==> src/pcrob_pkg.sv <==
package pcrob_pkg;

  localparam int unsigned TAG_W            = 8;
  localparam int unsigned POC_W            = 32;
  localparam int unsigned DEPTH_W          = 5;
  // Slot select width covers the largest supported buffer (32 slots)
  localparam int unsigned SLOT_W           = 5;
  localparam int unsigned BUFFER_DEPTH_DEF = 16;

  localparam logic KIND_PIC   = 1'b0;
  localparam logic KIND_DRAIN = 1'b1;

  typedef struct packed {
    logic                    kind;
    logic [TAG_W-1:0]        pic_tag;
    logic signed [POC_W-1:0] pic_poc;
  } req_t;

  typedef struct packed {
    logic                    out_valid;
    logic [TAG_W-1:0]        out_tag;
    logic signed [POC_W-1:0] out_poc;
    logic [DEPTH_W-1:0]      held_count;
  } result_t;

  typedef struct packed {
    logic [TAG_W-1:0]        tag;
    logic signed [POC_W-1:0] poc;
  } entry_t;

  typedef enum logic [1:0] {
    CELL_HOLD,
    CELL_ROTATE,
    CELL_SHIFT,
    CELL_LOAD
  } cell_op_t;

  typedef struct packed {
    cell_op_t          op;
    logic [SLOT_W-1:0] sel;
  } cell_cmd_t;

  typedef enum logic [1:0] {
    ST_IDLE,
    ST_SCAN,
    ST_APPLY
  } state_t;

  function automatic logic poc_less(input logic signed [POC_W-1:0] a,
                                    input logic signed [POC_W-1:0] b);
    return a < b;
  endfunction

endpackage

==> src/pcrob_cell.sv <==
module pcrob_cell #(
  parameter int unsigned SLOT = 0
) (
  input  logic                 clk,
  input  pcrob_pkg::cell_cmd_t cmd,
  input  pcrob_pkg::entry_t    nbr,
  input  pcrob_pkg::entry_t    new_entry,
  output pcrob_pkg::entry_t    entry
);

  localparam logic [pcrob_pkg::SLOT_W-1:0] SLOT_ID = pcrob_pkg::SLOT_W'(SLOT);

  pcrob_pkg::entry_t entry_r;
  pcrob_pkg::entry_t entry_nxt;

  always_comb begin
    entry_nxt = entry_r;
    case (cmd.op)
      pcrob_pkg::CELL_ROTATE: entry_nxt = nbr;
      pcrob_pkg::CELL_SHIFT: begin
        // close the gap: slots at and above the removed one move down
        if (SLOT_ID >= cmd.sel) entry_nxt = nbr;
      end
      pcrob_pkg::CELL_LOAD: begin
        if (SLOT_ID == cmd.sel) entry_nxt = new_entry;
      end
      default: entry_nxt = entry_r;
    endcase
  end

  always_ff @(posedge clk) begin
    entry_r <= entry_nxt;
  end

  assign entry = entry_r;

endmodule

==> src/pcrob_ctrl.sv <==
module pcrob_ctrl #(
  parameter int unsigned BUFFER_DEPTH = pcrob_pkg::BUFFER_DEPTH_DEF
) (
  input  logic                            clk,
  input  logic                            rst_n,
  input  logic                            start,
  output logic                            busy,
  input  pcrob_pkg::req_t                 in_data,
  input  logic                            cfg_we,
  input  logic [pcrob_pkg::DEPTH_W-1:0]   cfg_wdata,
  input  pcrob_pkg::entry_t               head,
  output pcrob_pkg::cell_cmd_t            cmd,
  output pcrob_pkg::entry_t               new_entry,
  output logic                            out_strobe,
  output pcrob_pkg::result_t              out_data
);

  localparam int unsigned CNT_W = $clog2(BUFFER_DEPTH + 1);
  localparam int unsigned IDX_W = (BUFFER_DEPTH > 1) ? $clog2(BUFFER_DEPTH) : 1;

  pcrob_pkg::state_t   state_r, state_nxt;
  logic [pcrob_pkg::DEPTH_W-1:0] depth_r;
  logic [CNT_W-1:0]    count_r, count_nxt;
  logic [IDX_W-1:0]    step_r;
  logic [IDX_W-1:0]    best_idx_r;
  pcrob_pkg::entry_t   best_r;
  pcrob_pkg::req_t     req_r;
  logic                out_strobe_r, out_strobe_nxt;
  pcrob_pkg::result_t  out_data_r, out_data_nxt;

  logic [CNT_W-1:0]    depth_eff;
  logic                accept;
  logic                need_scan;
  logic                scan_last;
  logic                scan_take;
  logic [31:0]         cnt_ext;

  assign busy   = (state_r != pcrob_pkg::ST_IDLE);
  assign accept = start && !busy;

  always_comb begin
    if (32'(depth_r) > BUFFER_DEPTH) depth_eff = CNT_W'(BUFFER_DEPTH);
    else depth_eff = CNT_W'(depth_r);
  end

  // Requests that must find the held minimum first
  always_comb begin
    need_scan = 1'b0;
    if (depth_eff != '0) begin
      if (in_data.kind == pcrob_pkg::KIND_PIC) need_scan = (count_r >= depth_eff);
      else need_scan = (count_r != '0);
    end
  end

  assign scan_last = (step_r == IDX_W'(BUFFER_DEPTH - 1));
  // cell 0 holds slot step_r during the scan; strict compare keeps the lowest slot on ties
  assign scan_take = (32'(step_r) < 32'(count_r)) &&
                     ((step_r == '0) || pcrob_pkg::poc_less(head.poc, best_r.poc));

  always_comb begin
    state_nxt = state_r;
    case (state_r)
      pcrob_pkg::ST_IDLE:  if (accept && need_scan) state_nxt = pcrob_pkg::ST_SCAN;
      pcrob_pkg::ST_SCAN:  if (scan_last) state_nxt = pcrob_pkg::ST_APPLY;
      pcrob_pkg::ST_APPLY: state_nxt = pcrob_pkg::ST_IDLE;
      default:             state_nxt = pcrob_pkg::ST_IDLE;
    endcase
  end

  always_comb begin
    cmd.op         = pcrob_pkg::CELL_HOLD;
    cmd.sel        = '0;
    new_entry.tag  = req_r.pic_tag;
    new_entry.poc  = req_r.pic_poc;
    out_strobe_nxt = 1'b0;
    out_data_nxt   = '0;
    count_nxt      = count_r;
    case (state_r)
      pcrob_pkg::ST_IDLE: begin
        new_entry.tag = in_data.pic_tag;
        new_entry.poc = in_data.pic_poc;
        if (accept && !need_scan) begin
          out_strobe_nxt = 1'b1;
          if (depth_eff == '0) begin
            if (in_data.kind == pcrob_pkg::KIND_PIC) begin
              out_data_nxt.out_valid = 1'b1;
              out_data_nxt.out_tag   = in_data.pic_tag;
              out_data_nxt.out_poc   = in_data.pic_poc;
            end
          end else if (in_data.kind == pcrob_pkg::KIND_PIC) begin
            // append at the first free slot
            cmd.op    = pcrob_pkg::CELL_LOAD;
            cmd.sel   = pcrob_pkg::SLOT_W'(count_r);
            count_nxt = count_r + CNT_W'(1);
          end
        end
      end
      pcrob_pkg::ST_SCAN: begin
        cmd.op = pcrob_pkg::CELL_ROTATE;
      end
      pcrob_pkg::ST_APPLY: begin
        out_strobe_nxt         = 1'b1;
        out_data_nxt.out_valid = 1'b1;
        out_data_nxt.out_tag   = best_r.tag;
        out_data_nxt.out_poc   = best_r.poc;
        cmd.sel                = pcrob_pkg::SLOT_W'(best_idx_r);
        if (req_r.kind == pcrob_pkg::KIND_PIC) begin
          if (pcrob_pkg::poc_less(req_r.pic_poc, best_r.poc)) begin
            out_data_nxt.out_tag = req_r.pic_tag;
            out_data_nxt.out_poc = req_r.pic_poc;
          end else begin
            cmd.op = pcrob_pkg::CELL_LOAD;
          end
        end else begin
          cmd.op    = pcrob_pkg::CELL_SHIFT;
          count_nxt = count_r - CNT_W'(1);
        end
      end
      default: ;
    endcase
    cnt_ext                 = 32'(count_nxt);
    out_data_nxt.held_count = cnt_ext[pcrob_pkg::DEPTH_W-1:0];
  end

  always_ff @(posedge clk) begin
    if (!rst_n) begin
      state_r      <= pcrob_pkg::ST_IDLE;
      depth_r      <= '0;
      count_r      <= '0;
      step_r       <= '0;
      out_strobe_r <= 1'b0;
    end else begin
      state_r      <= state_nxt;
      count_r      <= count_nxt;
      out_strobe_r <= out_strobe_nxt;
      if (cfg_we) depth_r <= cfg_wdata;
      if (state_r == pcrob_pkg::ST_SCAN) step_r <= step_r + IDX_W'(1);
      else step_r <= '0;
    end
  end

  always_ff @(posedge clk) begin
    out_data_r <= out_data_nxt;
    if (accept) req_r <= in_data;
    if ((state_r == pcrob_pkg::ST_SCAN) && scan_take) begin
      best_r     <= head;
      best_idx_r <= step_r;
    end
  end

  assign out_strobe = out_strobe_r;
  assign out_data   = out_data_r;

endmodule

==> src/picture_reorder_output_buffer_core.sv <==
// Display reordering buffer: holds up to min(reorder_depth, BUFFER_DEPTH) decoded
// pictures and bumps them out in picture order count order. Every accepted
// request gives exactly one result, shown for a single cycle with out_strobe;
// the receiver must take it then. A request that appends, passes through or
// finds nothing to drain returns its result in the cycle after acceptance. A
// request that bumps or drains rotates the whole cell ring once to find the
// minimum and then updates it before its result appears; busy stays high
// through the scan and the update and drops as the result is shown.
module picture_reorder_output_buffer_core #(
  parameter int unsigned BUFFER_DEPTH = pcrob_pkg::BUFFER_DEPTH_DEF
) (
  input  logic                          clk,
  input  logic                          rst_n,
  input  logic                          start,
  output logic                          busy,
  input  pcrob_pkg::req_t               in_data,
  output logic                          out_strobe,
  output pcrob_pkg::result_t            out_data,
  input  logic                          cfg_we,
  input  logic [pcrob_pkg::DEPTH_W-1:0] cfg_wdata
);

  pcrob_pkg::cell_cmd_t cmd;
  pcrob_pkg::entry_t    new_entry;
  pcrob_pkg::entry_t    ent [BUFFER_DEPTH];

  pcrob_ctrl #(
    .BUFFER_DEPTH(BUFFER_DEPTH)
  ) u_ctrl (
    .clk       (clk),
    .rst_n     (rst_n),
    .start     (start),
    .busy      (busy),
    .in_data   (in_data),
    .cfg_we    (cfg_we),
    .cfg_wdata (cfg_wdata),
    .head      (ent[0]),
    .cmd       (cmd),
    .new_entry (new_entry),
    .out_strobe(out_strobe),
    .out_data  (out_data)
  );

  // Each cell takes from its upper neighbor; the top cell closes the ring from cell 0
  for (genvar i = 0; i < BUFFER_DEPTH; i++) begin : g_cell
    pcrob_cell #(
      .SLOT(i)
    ) u_cell (
      .clk      (clk),
      .cmd      (cmd),
      .nbr      (ent[(i + 1) % BUFFER_DEPTH]),
      .new_entry(new_entry),
      .entry    (ent[i])
    );
  end

endmodule
==> config.mk <==
export PLATFORM = sky130hd
export DESIGN_NAME = picture_reorder_output_buffer_core
export DESIGN_NICKNAME = d
export VERILOG_FILES = /design/src/pcrob_pkg.sv /design/src/pcrob_cell.sv /design/src/pcrob_ctrl.sv /design/src/picture_reorder_output_buffer_core.sv
export SDC_FILE = /design/constraint.sdc
export NUM_CORES = 1
export LEC_CHECK = 0
export BUFFER_PORTS_ARGS = -buffer_cell sky130_fd_sc_hd__buf_2
export CORE_MARGIN = 10
export CORE_UTILIZATION = 31
export DETAILED_ROUTE_END_ITERATION = 6
export RECOVER_POWER = 50
export SLEW_MARGIN = 20
export SYNTH_ARGS = -nofsm -noshare
export SYNTH_HDL_FRONTEND = slang
export SYNTH_SLANG_ARGS = --single-unit
export TNS_END_PERCENT = 50
==> constraint.sdc <==
create_clock -name clk -period 14.3 [get_ports clk]
set_input_delay 2.86 -clock clk [delete_from_list [all_inputs] [get_ports clk]]
set_output_delay 2.86 -clock clk [all_outputs]
set_load 0.1 [all_outputs]
==> summary.md, run 1 <==
| Metric | Value |
|---|---|
| Failing checks | capacitance limit, slew limit |
| Placed Instance Area | 0.0345 mm^2 |
| Commonest cells in the netlist | 725 x edfxtp_1, 643 x o21a_1, 126 x nand2_1 |
| Initial DRC Count | 1667 |
| Clock Power Share | 0.368 |
| Clock buffer depth | 3 |
| Post-CTS sizing | 0 |
| Cells after Synth | 2208 |
| Final setup violation count | 0 |
| Max IR drop VDD | around 0.00010 V |
| Via count | 18.7k |
| Register area share after synthesis | 0.710 |
| First-pass GRT wire length | 118 mm |
| H-tree levels | 3 |
| Layout Cells excl Fill | between 3k and 4k |
| Port Buffers | between 90 and 100 |
| Wire length per cell | 21.1 um |
| Max Cap Violations | 19 |
| Netlist cell types | 54 |
| Crit Reg-Reg Startpoint | u_ctrl.state_r[0]$_SDFFE_PN0P_ |
| Die X | 344 um |
| WL final | 78.1 mm |
| Maximum clock rate | 93.7 MHz |
| Worst Max-Slew Pin Slew | 3.90 ns |
| Fin. Hold Viols | 0 |
| Drt pass-1 iters | 5 |
| Nets@finish | 2390 |
| Combinational share of power | 0.101 |
| Yosys warns | 0 |
| Mapped Area | between 0.03 and 0.04 mm^2 |
| R2r endpoint | g_cell[14].u_cell.entry[3]$_DFFE_PP_ |
| Sw frac | 0.240 |
| WP data required | 14.44 ns |
| Pre-CTS WS | about 6.3 ns |
| Register-to-Register Path Depth | 8 |
| Reg power frac | 0.531 |
| Critical path capture point | g_cell[14].u_cell.entry[3]$_DFFE_PP_ |
| Initial antenna violation count | 0 |
| Ranking of synthesized cells by area | edfxtp_1 67%, o21a_1 15%, dfxtp_1 3.9%, ha_1 2.9%, nand2_1 1.5% |
| Design Area, Final | 0.0367 mm^2 |
| TritonCTS Sinks | 788 |
| DRC | 0 |
| CTS tree | done |
| HP Class | flip-flop to flip-flop |
| Slew Viols, Final | 515 |
| Die area | 0.118 mm^2 |
| # rows | about 120 |
| Share of the synthesized area in the top cell type | 0.671 |
| RSZ-0062 raised after global routing | false |
| Final Util | 0.354 |
| Vias per inst | a little over 5 |
| Post-synth EDFFs | 725 |
| Net Count, Synth | around 2.3k |
| Final period util | 0.746 |
| Skew final | about 0.029 ns |
| Post-CTS setup buffers | 0 |
| Hold Buf Count CTS | 0 |
| Dpl hpwl | 45.6 mm |
| Status | complete, but fails checks |
| Cell type with the largest total area after synthesis | edfxtp_1 |
| Remaining global-route overflow | 0 |
| Starting Density | 0.313 |
| Area Overhead vs Synth | 13.1% |
| Ant. Diodes | 0 |
| Top Ports | 98 |
| Core area | roughly 0.10 mm^2 |
| Worst slew margin | -1.60 |
| Vias in the first global route | 18.9k |
| Cell with the most instances after synthesis | edfxtp_1 |
| Reg2reg setup slack | 5.34 ns |
| Avg Cell Area, Syn | 14.7 um^2 |
| GRT Overall Usage | 0.129 |
| Share of cells above drive strength 1 | 0.0770 |
| NetSw | 1.30 mW |
| Leak Pwr | ~12 nW |
| Inst Count DP | 3567 |
| Setup WS post-layout | between 3 and 4 ns |
| Int Pwr | 4.14 mW |
| Crit path launch type | input pin |
| GP Congestion | 0.867 |
| Worst-Skew Late Latency | between 0.6 and 0.7 ns |
| Flops & latches, synth | 788 |
| Die Ht | 344 um |
| Final min period | 10.67 ns |
| Routed Antenna Nets | 0 |
| CTS Buf Count | 76 |
| CP arrival | 10.80 ns |
| Crit end category | flip-flop |
| Setup CP Type | input pin to flip-flop |
| Worst-path clk slew | 0.06 ns |
| Fin Setup TNS | 0 ns |
| Power density cells | 148 mW/mm^2 |
| Critical Path Source | start |
| Most used DFF post-synth | edfxtp_1 |
| Root Driver | clkbuf_16 |
| Post-synthesis async set-or-reset flop share | 0 |
| Largest net degree at the start of global routing | 214 |
| CP max FO | 44 |
| Fill cells | 9905 |
==> how the worst min path moves through the flow <==
stage | startpoint | endpoint | slack [ns] | cells after the start
5_1_grt | g_cell[0].u_cell.entry[34]$_DFFE_PP_ | u_ctrl.best_r[34]$_DFFE_PP_ | 0.46 | 0
3_3_place_gp | g_cell[0].u_cell.entry[34]$_DFFE_PP_ | u_ctrl.best_r[34]$_DFFE_PP_ | 0.43 | 0
2_1_floorplan | g_cell[0].u_cell.entry[32]$_DFFE_PP_ | u_ctrl.best_r[32]$_DFFE_PP_ | 0.43 | 0
4_1_cts | g_cell[0].u_cell.entry[34]$_DFFE_PP_ | u_ctrl.best_r[34]$_DFFE_PP_ | 0.45 | 0
6_report | g_cell[0].u_cell.entry[34]$_DFFE_PP_ | u_ctrl.best_r[34]$_DFFE_PP_ | 0.45 | 0
3_5_place_dp | g_cell[0].u_cell.entry[34]$_DFFE_PP_ | u_ctrl.best_r[34]$_DFFE_PP_ | 0.44 | 0
==> layout by cell type, fill, tap and decap left out, types with 5 or more instances in the layout <==
| cell | count |
|---|---|
| edfxtp_1 | 725 |
| o21a_1 | 643 |
| clkbuf_1 | 130 |
| nand2_1 | 126 |
| clkbuf_16 | 81 |
| ha_1 | 75 |
| dfxtp_1 | 63 |
| nor2_1 | 61 |
| a21oi_1 | 59 |
| inv_1 | 46 |
| o22ai_1 | 39 |
| nand3_2 | 29 |
| o21ai_0 | 26 |
| nand3_1 | 18 |
| buf_4 | 16 |
| mux2i_1 | 15 |
| nor2b_1 | 12 |
| nand4_1 | 10 |
| clkinv_2 | 9 |
| clkinv_1 | 8 |
| buf_2 | 7 |
| nor3_1 | 6 |
| a22oi_1 | 6 |
| and2_0 | 6 |
| clkbuf_8 | 6 |
| a21o_1 | 5 |
| a31oi_1 | 5 |
==> layout make-up <==
type	instances	area (um^2)	area share
inverters	46	173	0.00470
repair buffers	133	608	0.0166
clock buffers	110	2200	0.0598
well taps	1380	1730	0.0470
flip-flops and latches	788	23000	0.627
clock inverters	28	269	0.00733
multi-input cells	1220	8710	0.237
==> worst max-delay path, stage by stage <==
cell,delay (ns)
buf_2,0.09
nor3b_1,0.17
clkbuf_1,2.24
o211ai_1,0.47
a21oi_1,0.93
nor2_1,0.26
or2_0,0.61
o31ai_4,0.35
clkbuf_1,2.75
==> flip-flops by register name, summed over array words and instances (netlist names) <==
register             count
g_cell.u_cell.entry    640
u_ctrl.best_idx_r        4
u_ctrl.best_r           40
u_ctrl.count_r           5
u_ctrl.depth_r           5
u_ctrl.out_data         46
u_ctrl.out_strobe        1
u_ctrl.req_r            41
u_ctrl.state_r           2
u_ctrl.step_r            4
==> per-stage QoR <==
stage                     hold WS [ns]  power [mW]
after floorplan                  0.427        3.27
after global placement           0.434        3.47
after detailed placement         0.438        3.49
after CTS                        0.451        5.50
after global routing             0.461        5.64
final                            0.453        5.44
==> layer usage <==
| layer | part of all wire | vias up | GRT usage |
|---|---|---|---|
| met5 | 0 | - | 0 |
| met4 | 0.028 | 0 | 0.0458 |
| met3 | 0.054 | 123 | 0.0179 |
| met2 | 0.48 | 572 | 0.215 |
| met1 | 0.44 | 9494 | 0.169 |
| li1 | - | 8547 | - |
==> power groups by stage <==
stage / clock network, mW / logic [mW] / registers (mW)
2_1_floorplan: 0 / 0.317 / 2.95
3_3_place_gp: 0 / 0.552 / 2.92
3_5_place_dp: 0 / 0.567 / 2.93
4_1_cts: 2.05 / 0.570 / 2.88
5_1_grt: 2.14 / 0.591 / 2.91
6_report: 2.00 / 0.550 / 2.89
==> cell families after synthesis <==
family,synth area share
AOI/OAI and AO/OA,0.184
xor gates and xnor gates,0.00135
adders and majority gates,0.0289
buffers and inverters,0.0261
DFF,0.710
muxes,0.00497
and+or+nand+nor,0.0454
No activity file was read; power rests on OpenSTA's default activity.
==> run 2, diff against run 1 <==
==> constraint.sdc (replaced) <==
create_clock -name clk -period 11.2 [get_ports clk]
set_input_delay 2.24 -clock clk [delete_from_list [all_inputs] [get_ports clk]]
set_output_delay 2.24 -clock clk [all_outputs]
set_load 0.1 [all_outputs]
==> summary.md, run 2 (synthesis gave the netlist of run 1 again) <==
| Metric | Value |
|---|---|
| Status | complete, but fails checks |
| Failing checks | capacitance limit, slew limit |
| Leading cell type in the layout, fill and taps excluded | edfxtp_1 |
| # rows | 118 |
| WL final | ~80 mm |
| Share of cells above drive strength 1 | 0.0703 |
| Core area | 0.104 mm^2 |
| CTS tree | done |
| Worst Max-Slew Pin Slew | 3.99 ns |
| Crit path launch type | input pin |
| Die Ht | 344 um |
| WP data required | approximately 12 ns |
| Final setup violation count | 0 |
| CTS Buf Count | 74 |
| TritonCTS Sinks | 788 |
| Ant. Diodes | 0 |
| CP Depth | 10 |
| Vias per inst | 5.04 |
| Die area | 0.118 mm^2 |
| Met3 wire len | 4.09 mm |
| Power density cells | 188 mW/mm^2 |
| WP buf/inv | 3 |
| Area Overhead vs Synth | 12.5% |
| Reg2reg setup slack | 3.90 ns |
| Metal2 WL | 38.6 mm |
| Worst-path clk slew | 0.07 ns |
| Vias in the first global route | 19.0k |
| Worst-Skew Late Latency | 0.65 ns |
| Largest net degree at the start of global routing | about 190 |
| Critical Path Source | start |
| RSZ-0062 raised after global routing | false |
| H-tree levels | 3 |
| Top Ports | 98 |
| Wire length per cell | 21.1 um |
| Root Driver | clkbuf_16 |
| Routed Antenna Nets | 0 |
| Slew Viols, Final | 571 |
| GRT Overall Usage | 0.128 |
| CP arrival | 8.76 ns |
| Port Buffers | 97 |
| Maximum clock rate | 119 MHz |
| Leak Pwr | 12.0 nW |
| Crit end category | flip-flop |
| Clock buffer depth | 3 |
| Crit Reg-Reg Startpoint | u_ctrl.req_r[31]$_DFFE_PP_ |
| Hold Buf Count CTS | 0 |
| Final min period | 8.39 ns |
| Drt pass-1 iters | 5 |
| Remaining global-route overflow | 0 |
| Fin Setup TNS | 0 ns |
| Worst slew margin | -1.66 |
| Die X | 344 um |
| DRC | 0 |
| CP max stage delay | slightly above 2 ns |
| Most frequent cells in the layout | 725 x edfxtp_1, 643 x o21a_1, 130 x clkbuf_1, 126 x nand2_1, 78 x clkbuf_16 |
| Critical Path, Cell by Cell | clkbuf_1 -> nor3b_1 -> buf_4 -> o211ai_1 -> a21oi_1 -> nor2_1 -> a211oi_1 -> clkbuf_1 -> nand3_1 -> o21a_1 |
| Critical path capture point | g_cell[4].u_cell.entry[31]$_DFFE_PP_ |
| R2r endpoint | g_cell[10].u_cell.entry[11]$_DFFE_PP_ |
| Critical-path top delay cell | clkbuf_1 |
| Max Cap Violations | 18 |
| Fin. Hold Viols | 0 |
| First-pass GRT wire length | 118 mm |
| Setup CP Type | input pin to flip-flop |
| Max FFs per register | 640 |
| Fill cells | 9911 |
| HP Class | flip-flop to flip-flop |
| Crit path max-delay family | buffers and inverters |
| Post-CTS setup buffers | 0 |
| Top layer in use | met4 |
| Final Util | 0.352 |
| Final period util | 0.749 |
| Most used cell, CP | clkbuf_1 |
| Initial antenna violation count | 0 |
| Post-CTS sizing | 0 |
| Skew final | about 0.032 ns |
| Max IR drop VDD | approximately 0.00014 V |
| CP max FO | 68 |
| GP Congestion | 0.850 |
| Dpl hpwl | 44.7 mm |
| Register-to-Register Path Depth | 9 |
| Nets@finish | about 2.4k |
| Met1 WL | 33.3 mm |
| Starting Density | 0.313 |
| Via count | approximately 19k |
| Initial DRC Count | ~1.4k |
==> run 2: changes by cell type in the layout (fill, tap and decap cells not counted), sizes merged <==
| cell | delta |
|---|---|
| clkinv | +4 |
| bufinv | -3 |
| buf | -2 |
| inv | +1 |
| clkinvlp | -1 |
| clkbuf | -5 |
==> run 2: through the flow <==
stage | cell area, um^2 | power [mW] | setup WS, ns | instances | hold slack, ns
global route | 36500 | 7.10 | 2.28 | 3699 | 0.467
floorplan | 32500 | 4.17 | 0.440 | 2208 | 0.427
finish | 36500 | 6.85 | 2.81 | 3699 | 0.456
CTS | 36800 | 6.93 | 4.55 | 3699 | 0.457
global placement | 34500 | 4.42 | 4.03 | 3561 | 0.436
detailed placement | 34500 | 4.45 | 3.88 | 3561 | 0.441
==> run 2: power breakdown <==
| part | internal, mW | leakage (nW) | switching (mW) |
|---|---|---|---|
| sequential | 3.60 | 7.23 | 0.0943 |
| combinational | 0.223 | 3.59 | 0.465 |
| clock | 1.35 | 1.15 | 1.12 |
| total | 5.18 | 12.0 | 1.68 |
==> run 2: worst reg2reg max path, delay by kind of cell, from the launching register on <==
| family | cells | cell delay, ns |
|---|---|---|
| flops | 1 | 0.43 |
| buf+inv | 1 | 0.85 |
| compound gates | 6 | 4.77 |
| fa+ha+maj | 1 | 0.40 |
| simple gates | 1 | 0.46 |
==> run 2: how the worst min path moves through the flow <==
stage | start | end | slack (ns) | cells past startpoint
after floorplan | g_cell[0].u_cell.entry[32]$_DFFE_PP_ | u_ctrl.best_r[32]$_DFFE_PP_ | 0.43 | 0
after global placement | g_cell[0].u_cell.entry[32]$_DFFE_PP_ | u_ctrl.best_r[32]$_DFFE_PP_ | 0.44 | 0
after detailed placement | g_cell[0].u_cell.entry[38]$_DFFE_PP_ | u_ctrl.best_r[38]$_DFFE_PP_ | 0.44 | 0
after CTS | g_cell[0].u_cell.entry[38]$_DFFE_PP_ | u_ctrl.best_r[38]$_DFFE_PP_ | 0.46 | 0
after global routing | g_cell[0].u_cell.entry[38]$_DFFE_PP_ | u_ctrl.best_r[38]$_DFFE_PP_ | 0.47 | 0
final | g_cell[0].u_cell.entry[32]$_DFFE_PP_ | u_ctrl.best_r[32]$_DFFE_PP_ | 0.46 | 0
==> run 2: final cells by class <==
class                           count  area (um^2)  area share
Tap cell                         1380         1730      0.0473
Clock inverter                     29          263     0.00720
Multi-Input combinational cell   1220         8640       0.237
Clock buffer                      109         2110      0.0577
Sequential cell                   788        23000       0.631
Timing Repair Buffer              127          577      0.0158
Inverter                           46          173     0.00473
==> run 2: per-layer routing <==
metal / global-route usage / vias to the layer above
met1: 0.167 / 9468
met3: 0.0162 / 126
met4: 0.0426 / 0
li1: - / 8520
met2: 0.219 / 541
met5: 0 / -
